==> config.mk <==
export PLATFORM = sky130hd
export DESIGN_NAME = base64_stream_decoder_core
export DESIGN_NICKNAME = d
export VERILOG_FILES = /design/src/rtl/core/b64d_pkg.sv /design/src/rtl/core/base64_stream_decoder_core.sv
export SDC_FILE = /design/constraint.sdc
export NUM_CORES = 1
export LEC_CHECK = 0
export ABC_CLOCK_PERIOD_IN_PS = 9000
export BUFFER_PORTS_ARGS = -buffer_cell sky130_fd_sc_hd__buf_2
export CAP_MARGIN = 20
export CORE_ASPECT_RATIO = 0.8
export CORE_MARGIN = 2
export CORE_UTILIZATION = 65
export CTS_BUF_LIST = sky130_fd_sc_hd__clkbuf_4
export CTS_CLUSTER_SIZE = 20
export DETAILED_ROUTE_END_ITERATION = 12
export MAX_ROUTING_LAYER = met4
export PLACE_DENSITY = 0.82
export SLEW_MARGIN = 30
export SYNTH_ARGS = -nofsm -noshare
export SYNTH_HDL_FRONTEND = slang
export SYNTH_SLANG_ARGS = --single-unit
==> constraint.sdc <==
create_clock -name clock -period 9 [get_ports clock]
set_input_delay 0.45 -clock clock [delete_from_list [all_inputs] [get_ports clock]]
set_output_delay 0.45 -clock clock [all_outputs]
set_load 0.03 [all_outputs]
==> src/rtl/core/b64d_pkg.sv <==
`default_nettype none

package b64d_pkg;

   // One input transfer: a character and its end-of-string flag.
   typedef struct packed {
      logic [7:0] char_code;
      logic       last;
   } req_type;

   // One result transfer: a data byte or the end-of-string summary.
   typedef struct packed {
      logic [7:0]  out_byte;
      logic        is_summary;
      logic [1:0]  status;
      logic [15:0] byte_count;
      logic        last_result;
   } rsp_type;

   // Summary status codes.
   localparam logic [1:0] STATUS_OK       = 2'd0;
   localparam logic [1:0] STATUS_INVALID  = 2'd1;
   localparam logic [1:0] STATUS_OVERFLOW = 2'd2;

   // The padding character.
   localparam logic [7:0] PAD_CHAR = 8'h3D;

   // Outcome of the alphabet lookup.
   typedef struct packed {
      logic       valid;
      logic [5:0] value;
   } sextet_type;

   // Maps a character onto its 6-bit value in the standard alphabet.
   function automatic sextet_type map_char(input logic [7:0] c);
      sextet_type r;
      logic [7:0] t;
      r = '0;
      t = 8'd0;
      if (c >= 8'h41 && c <= 8'h5A) begin
         t = c - 8'h41;
         r.valid = 1'b1;
      end else if (c >= 8'h61 && c <= 8'h7A) begin
         t = c - 8'h47;
         r.valid = 1'b1;
      end else if (c >= 8'h30 && c <= 8'h39) begin
         t = c + 8'h04;
         r.valid = 1'b1;
      end else if (c == 8'h2B) begin
         t = 8'd62;
         r.valid = 1'b1;
      end else if (c == 8'h2F) begin
         t = 8'd63;
         r.valid = 1'b1;
      end
      r.value = t[5:0];
      return r;
   endfunction

endpackage

`default_nettype wire

==> src/rtl/core/base64_stream_decoder_core.sv <==
`default_nettype none

// Streaming base64 decoder. One character is accepted per clock cycle on
// the req_ channel unless req_stall is high; an accepted character is held
// in the input register, is decoded there, and its results enter a
// four-entry result queue, from whose head the oldest result is offered
// on rsp_.
// A character gives at most two results: a data byte and, when
// it is flagged last, the summary. The queue sets the rate: the input
// register moves on only while the queue holds two results or fewer, so a
// consumer that takes one result per cycle sees one character per cycle,
// except when the summary of a string adds a second result.
// The capacity register is written through csr_, which is always ready,
// and must only be written while no string is in flight.
module base64_stream_decoder_core (
   input  wire logic              clock,
   input  wire logic              reset,
   input  wire logic              req_valid,
   output logic                   req_stall,
   input  wire b64d_pkg::req_type req_payload,
   output logic                   rsp_valid,
   input  wire logic              rsp_stall,
   output b64d_pkg::rsp_type      rsp_payload,
   input  wire logic              csr_valid,
   output logic                   csr_ready,
   input  wire logic [15:0]       csr_data
);

   // Input register.
   logic              in_valid_ff;
   b64d_pkg::req_type in_ff;

   // Decoder state.
   logic [1:0]  phase_ff, phase_in;
   logic [5:0]  held_ff, held_in;
   logic        pad_ff, pad_in;
   logic [1:0]  err_ff, err_in;
   logic [15:0] bw_ff, bw_in;
   logic [15:0] cap_ff;

   // Result queue.
   b64d_pkg::rsp_type queue_ff [4];
   logic [1:0] wr_ff, wr_in;
   logic [1:0] rd_ff, rd_in;
   logic [2:0] count_ff, count_in;

   // Decode results of the registered character.
   b64d_pkg::sextet_type mapped;
   logic [1:0]  phase_nx;
   logic [5:0]  held_nx;
   logic        pad_nx;
   logic [1:0]  err_nx;
   logic [15:0] bw_nx;
   logic        byte_due;
   logic        byte_ok;
   logic [7:0]  byte_val;
   b64d_pkg::rsp_type data_res;
   b64d_pkg::rsp_type sum_res;

   logic advance;
   logic pop;
   logic [1:0] push_n;

   // The stage moves on when the queue has room for two results.
   assign advance   = in_valid_ff && (count_ff <= 3'd2);
   assign req_stall = in_valid_ff && !advance;
   assign csr_ready = 1'b1;

   assign rsp_valid   = (count_ff != 3'd0);
   assign rsp_payload = queue_ff[rd_ff];
   assign pop         = rsp_valid && !rsp_stall;

   // Decode one character and work out the state that follows.
   always_comb begin
      mapped   = b64d_pkg::map_char(in_ff.char_code);
      phase_nx = phase_ff;
      held_nx  = held_ff;
      pad_nx   = pad_ff;
      err_nx   = err_ff;
      bw_nx    = bw_ff;
      byte_due = 1'b0;
      byte_ok  = 1'b0;
      byte_val = 8'd0;
      if (err_ff == b64d_pkg::STATUS_OK) begin
         if (in_ff.char_code == b64d_pkg::PAD_CHAR) begin
            pad_nx = 1'b1;
         end else if (!mapped.valid || pad_ff) begin
            err_nx = b64d_pkg::STATUS_INVALID;
         end else begin
            case (phase_ff)
               2'd0: begin
                  held_nx  = mapped.value;
                  phase_nx = 2'd1;
               end
               2'd1: begin
                  byte_due = 1'b1;
                  byte_val = {held_ff, mapped.value[5:4]};
                  held_nx  = {2'b00, mapped.value[3:0]};
                  phase_nx = 2'd2;
               end
               2'd2: begin
                  byte_due = 1'b1;
                  byte_val = {held_ff[3:0], mapped.value[5:2]};
                  held_nx  = {4'b0000, mapped.value[1:0]};
                  phase_nx = 2'd3;
               end
               default: begin
                  byte_due = 1'b1;
                  byte_val = {held_ff[1:0], mapped.value};
                  held_nx  = 6'd0;
                  phase_nx = 2'd0;
               end
            endcase
         end
      end
      // A lone character at the end of the string still yields a byte.
      if (in_ff.last && err_nx == b64d_pkg::STATUS_OK && phase_nx == 2'd1) begin
         byte_due = 1'b1;
         byte_val = {held_nx, 2'b00};
      end
      // Capacity check on the byte that is due.
      if (byte_due) begin
         if (bw_ff >= cap_ff) begin
            err_nx = b64d_pkg::STATUS_OVERFLOW;
         end else begin
            byte_ok = 1'b1;
            bw_nx   = bw_ff + 16'd1;
         end
      end

      data_res.out_byte    = byte_val;
      data_res.is_summary  = 1'b0;
      data_res.status      = b64d_pkg::STATUS_OK;
      data_res.byte_count  = 16'd0;
      data_res.last_result = !in_ff.last;

      sum_res.out_byte    = 8'd0;
      sum_res.is_summary  = 1'b1;
      sum_res.status      = err_nx;
      sum_res.byte_count  = (err_nx == b64d_pkg::STATUS_OK) ? bw_nx : 16'd0;
      sum_res.last_result = 1'b1;

      // The end of a string returns everything to the start state.
      if (in_ff.last) begin
         phase_in = 2'd0;
         held_in  = 6'd0;
         pad_in   = 1'b0;
         err_in   = b64d_pkg::STATUS_OK;
         bw_in    = 16'd0;
      end else begin
         phase_in = phase_nx;
         held_in  = held_nx;
         pad_in   = pad_nx;
         err_in   = err_nx;
         bw_in    = bw_nx;
      end
   end

   // Queue pointer and fill bookkeeping.
   always_comb begin
      push_n   = 2'd0;
      if (advance) begin
         push_n = {1'b0, byte_ok} + {1'b0, in_ff.last};
      end
      wr_in    = wr_ff + push_n;
      rd_in    = rd_ff + {1'b0, pop};
      count_in = count_ff + {1'b0, push_n} - {2'b00, pop};
   end

   // Control registers.
   always_ff @(posedge clock) begin
      if (reset) begin
         in_valid_ff <= 1'b0;
         phase_ff    <= 2'd0;
         held_ff     <= 6'd0;
         pad_ff      <= 1'b0;
         err_ff      <= b64d_pkg::STATUS_OK;
         bw_ff       <= 16'd0;
         cap_ff      <= 16'hFFFF;
         wr_ff       <= 2'd0;
         rd_ff       <= 2'd0;
         count_ff    <= 3'd0;
      end else begin
         if (req_valid && !req_stall) begin
            in_valid_ff <= 1'b1;
         end else if (advance) begin
            in_valid_ff <= 1'b0;
         end
         if (advance) begin
            phase_ff <= phase_in;
            held_ff  <= held_in;
            pad_ff   <= pad_in;
            err_ff   <= err_in;
            bw_ff    <= bw_in;
         end
         if (csr_valid && csr_ready) begin
            cap_ff <= csr_data;
         end
         wr_ff    <= wr_in;
         rd_ff    <= rd_in;
         count_ff <= count_in;
      end
   end

   // Input payload register: loaded on every input transfer.
   always_ff @(posedge clock) begin
      if (req_valid && !req_stall) begin
         in_ff <= req_payload;
      end
   end

   // Result queue storage: the data byte goes first, the summary after it.
   always_ff @(posedge clock) begin
      if (advance) begin
         if (byte_ok) begin
            queue_ff[wr_ff] <= data_res;
         end
         if (in_ff.last) begin
            queue_ff[wr_ff + {1'b0, byte_ok}] <= sum_res;
         end
      end
   end

endmodule

`default_nettype wire

-- Word level (Yosys, flattened, before mapping)
Memories as Yosys holds them, arrays and structs flattened. A register that Yosys moved wholly into a read port is not among the register bits.
Index checks and enable logic that the tools add are counted.
- memories kept: 1
- input port bits: 30
- bits in latches: 0
- ROM bits: 0
- flip-flop bits (word level): 60
- RAM bits: 112
- word-level logic and storage cells: 116
- memories (name ; words ; bits a word ; rd ports ; clocked after Yosys merged registers in ; write ports ; RTL line ; text):
    queue_ff ; 4 ; 28 ; 1 ; 1 ; 2 ; base64_stream_decoder_core.sv:42 ; b64d_pkg::rsp_type queue_ff [4];
- $mul: 0
- bitwise gates (word level): 0
- divide/modulo/power cells: 0
- eq/ne operators: 6
- $add $sub $neg: 10
- $lt $le $gt $ge: 8
- reductions and logical operators: 24
- shift operators: 0
- muxes and demuxes: 55
- operators by type and width (cell ; count):
    16-bit two-way mux ; 4
    6-bit two-way mux ; 9
    8-bit two-way mux ; 4
    8-bit by 6-bit equality test with 1-bit output, second input constant ; 3
    2-bit two-way mux ; 12
    8-bit one-hot mux with 3 select lines ; 1
    1-bit two-way mux ; 23
    6-bit one-hot mux with 3 select lines ; 1
    16-bit by 1-bit adder with 16-bit output, second input constant ; 1
    16-bit greater-or-equal comparator ; 1
    8-bit by 7-bit greater-or-equal comparator with 1-bit output, second input constant ; 2
    8-bit by 7-bit less-or-equal comparator with 1-bit output, second input constant ; 2
    1-bit logical AND ; 9
    8-bit by 6-bit greater-or-equal comparator with 1-bit output, second input constant ; 1
    8-bit by 6-bit less-or-equal comparator with 1-bit output, second input constant ; 1
    2-bit zero test ; 4
    6-bit by 3-bit adder with 6-bit output, second input constant ; 1
    2-bit one-hot mux with 3 select lines ; 1
    2-bit nonzero test ; 3
    6-bit by 1-bit subtractor with 6-bit output, second input constant ; 1
    6-bit by 3-bit subtractor with 6-bit output, second input constant ; 1
    1-bit zero test ; 5
    2-bit by 1-bit adder with 2-bit output ; 2
    2-bit by 1-bit equality test with 1-bit output, second input constant ; 2
    9 further kinds ; 9

-- Depth between registers and ports, before layout
- word-level depth: 20
- mapped depth: 22
- depth with buffers taken out: 18

-- Worst setup path before layout
No wires, ideal clock.
- kind: reg2reg
- start: reg in_ff[3] in the netlist's numbering
- end: mem queue_ff[3][10] in the netlist's numbering (enable)
- setup slack: 4.738 ns
- setup time: 0.375 ns
- arrival: 3.887 ns
- cell stages (with the launch flop): 18
- path buffers: 5
- data required time: 8.625 ns
- cells stage by stage: edfxtp_1 -> buf_2 -> inv_1 -> ha_1 -> clkbuf_1 -> and4b_1 -> a21oi_1 -> a211o_1 -> a211o_1 -> buf_6 -> a21o_1 -> inv_2 -> buf_4 -> ha_1 -> xor2_1 -> nand4_1 -> clkbuf_1 -> nand2_1
- RTL lines (element ; RTL line ; text):
    start, declared ; base64_stream_decoder_core.sv:31 ; b64d_pkg::req_type in_ff;
    start signal, assigned ; base64_stream_decoder_core.sv:208 ; in_ff <= req_payload;
    end, declared ; base64_stream_decoder_core.sv:42 ;

==> impl_metrics.py <==
metrics = {
    "run_status": {
        "outcome": "finished, final reports clean",
    },
    "floorplanning": {
        "die_y_um": 111.4,
        "start_util": 0.6606,
        "rows": 39,
        "dieArea_um2": 15410,
        "core_um2": 14200,
        "dieWidth_um": 138.3,
        "ios": 61,
    },
    "synth": {
        "yosys.cell_types.count": 81,
        "synth-edff-count": 81,
        "yosys.area_share.adder": 0.05149,
        "synthArstFlopShare": 0,
        "synthTopCellsByArea": "edfxtp_1, dfxtp_1, mux4_2",
        "muxShareOfSynthArea": 0.07590,
        "synthCells": 915,
        "ys_ff_latch": 172,
        "synthFlopType": "dfxtp_1",
        "synth_area_um2": 9380,
        "synth_top_family_by_area": "compound AO/OA/AOI/OAI gates",
        "syn-num-nets": 983,
        "synthXorXnorAreaFrac": 0.02241,
        "yosys.area.top_type": "edfxtp_1",
        "ys_seq_area_frac": 0.4535,
        "synth_compound_area_frac": 0.1954,
        "yosys.area_share.simple": 0.1549,
        "syn_avg_cell_area_um2": 10.25,
        "yosysTopAreaCellShare": 0.2593,
        "synth_warnings": 0,
    },
    "cts": {
        "h-tree-depth": 4,
        "cts.sinks": 172,
        "cts_tree": "built",
        "insertion_delay_ns": 0.59,
        "cts_root_buf": "clkbuf_4",
        "path_clk_slew_ns": 0.15,
        "cts_buffer_depth": 2,
        "cts_buffers": 17,
        "post_cts_resized": 0,
        "post_cts_buffers": 0,
    },
    "drt": {
        "wl_per_cell_um": 18.32,
        "drc_errors": 0,
        "postRouteAntennaNets": 0,
        "drt_first_pass_iters": 5,
        "vias_per_cell": 6.420,
        "wirelength_um": 21090,
        "vias": 7389,
        "drtIter0Drc": 784,
    },
    "cells_and_area": {
        "multi_input_area_um2": 4717,
        "seq_area_um2": 4258,
        "layout-drive-gt1-share": 0.1665,
        "fin_cells": 1151,
        "final_util": 0.7130,
        "fill_cells": 1021,
        "nNetsFinal": 1022,
        "area_growth_pct": 7.936,
        "n_antenna_cell": 0,
    },
    "critical_path": {
        "start_kind": "flop",
        "critPathRequiredTime_ns": 9.22,
        "crit_type": "flop to flop",
        "crit_fanout": 29,
        "cp-end-kind": "flop",
        "crit_arrival_ns": 5.48,
    },
    "timing": {
        "fin_ws_ns": 3.741,
        "slew_headroom": 0.3899,
        "fmax_mhz": 190.2,
        "min_period_ns": 5.259,
        "whs_ns": 0.06379,
        "tightest_slew_ns": 0.9152,
        "finalSetupViolations": 0,
        "period_share": 0.5843,
        "finalClockSkew_ns": 0.02338,
        "rsz0062_at_grt": "false",
        "finalHoldViolCount": 0,
        "slew_viol_final": 0,
        "setup_tns_ns": 0,
    },
    "pwr": {
        "p_clk_frac": 0.243,
        "p_leak_nw": 3.490,
        "switching_power_mw": 0.6751,
        "ir_drop_mv": 0.2007,
        "p_per_area_nw_per_um2": 192.5,
        "intPower_mw": 1.274,
        "p_seq_frac": 0.489,
        "combPwrFrac": 0.268,
        "switching_share": 0.3465,
    },
    "place": {
        "place_inst": 1110,
        "port_buffers": 59,
        "pre_cts_ws_ns": 3.779,
        "dp_hpwl_um": 14600,
        "gp_congestion": 0.8987,
    },
    "run": {
        "maxCapViolCount": 0,
    },
    "global_route": {
        "grt_pass1_vias": 6651,
        "grt_usage": 0.2884,
        "grt_first_pass_wirelength_um": 34640,
        "grt_overflow": 0,
        "grt_max_degree": 37,
        "grt_antenna_before_repair": 0,
    },
    "worst_hold_path": {
        "worst_hold_path_type": "primary input to flop",
    },
}
-- logic make-up after synthesis --
| family | after synthesis |
|---|---|
| muxes | 36 |
| other | 1 |
| xor gates and xnor gates | 24 |
| adders and majority gates | 38 |
| DFF | 172 |
| AOI/OAI and AO/OA | 233 |
| and+or+nand+nor | 311 |
| buffers and inverters | 100 |
-- sequential cells by signal (all words and copies together), names as in the netlist --
name / count
cap_ff: 16
count_ff: 3
pad_ff: 1
wr_ff: 2
rd_ff: 2
in_valid_ff: 1
bw_ff: 16
in_ff: 9
err_ff: 2
phase_ff: 2
queue_ff: 112
held_ff: 6
-- synth_stat cells, types with 6 or more instances --
library cell  number
a31oi_1           19
xnor2_1           22
nand2b_1           7
nor2b_1           16
ha_1              37
nor3_1            12
nand4_1           14
a21o_1            14
mux2i_1            7
edfxtp_1          81
clkbuf_1          32
o311ai_0           9
a211oi_2           6
inv_1             44
buf_2             11
nor2_1           123
a2111oi_4         10
mux4_2            28
dfxtp_1           91
o211ai_1          18
nand3_1           27
nand2_1           81
a211oi_1           8
o21ai_1            6
o22ai_1            8
o21ai_0           41
a21oi_1           41
-- metrics by stage --
stage / total power [mW] / cell area (µm²)
5_1_grt: 2.040 / 10120
2_1_floorplan: 1.357 / 9380
3_5_place_dp: 1.485 / 9726
3_3_place_gp: 1.472 / 9708
4_1_cts: 1.948 / 10030
6_report: 1.949 / 10120
-- cell type report --
class / count / area share
timing repair buffer: 75 / 0.04362
tap: 184 / 0.02274
clock inverter: 14 / 0.01718
clock buffer: 18 / 0.01335
inverter: 45 / 0.01668
sequential: 172 / 0.4205
multi-input combinational: 643 / 0.4659
-- cell usage in the layout, fill, tap and decap left out, drive strengths merged, types with 5 or more instances in the layout --
master       count
nor2           123
dfxtp           91
nand2           81
edfxtp          81
buf             66
inv             53
o21ai           49
a21oi           42
ha              37
mux4            28
nand3           27
xnor2           22
a31oi           19
o211ai          18
clkbuf          18
nor2b           16
a2111oi         15
a211oi          15
a21o            14
nand4           14
nor3            14
dlygate4sd3      9
o22ai            9
o311ai           9
nand2b           7
mux2i            7
a211o            5
and3             5
nand4b           5
a22oi            5
-- worst max-delay path, cell delays in order (launching register included) --
cell and delay, ns:
edfxtp_1 0.58, ha_1 0.36, and2_1 0.23, a2111oi_1 0.44, o211ai_1 0.17, a211o_1 0.29
buf_4 0.28, a21o_1 0.30, inv_2 0.28, ha_1 0.27, xor2_1 0.28, nand4_1 0.53
nand2_1 0.87
-- worst paths after layout --
check                                      from              end  slack, ns  cells after the start
worst max-delay path                   in_ff[4]  queue_ff[3][16]       3.74                     12
worst min-delay path               csr_data[13]       cap_ff[13]       0.06                      3
worst max register to register         in_ff[4]  queue_ff[3][16]       3.74                     12
worst min register to register  queue_ff[2][20]  queue_ff[2][20]       0.47                      2
-- metal layers --
metal | track usage | part of all wire
met4 | 0.07483 | 0.011
met1 | 0.4407 | 0.47
met3 | 0.05935 | 0.088
met2 | 0.3924 | 0.43
met5 | - | 0
-- power by group through the flow --
stage	clock network, mW	logic (mW)	registers [mW]
after floorplan	0	0.435	0.922
after global placement	0	0.507	0.965
after detailed placement	0	0.515	0.970
after CTS	0.478	0.517	0.953
after global routing	0.513	0.563	0.965
final	0.473	0.522	0.953
-- what timing repair did --
item	in CTS	in global routing
hold endpoints to repair	0	9
hold buffers	0	9
setup endpoints to repair	0	0
Power figures use the tool's default switching activity.
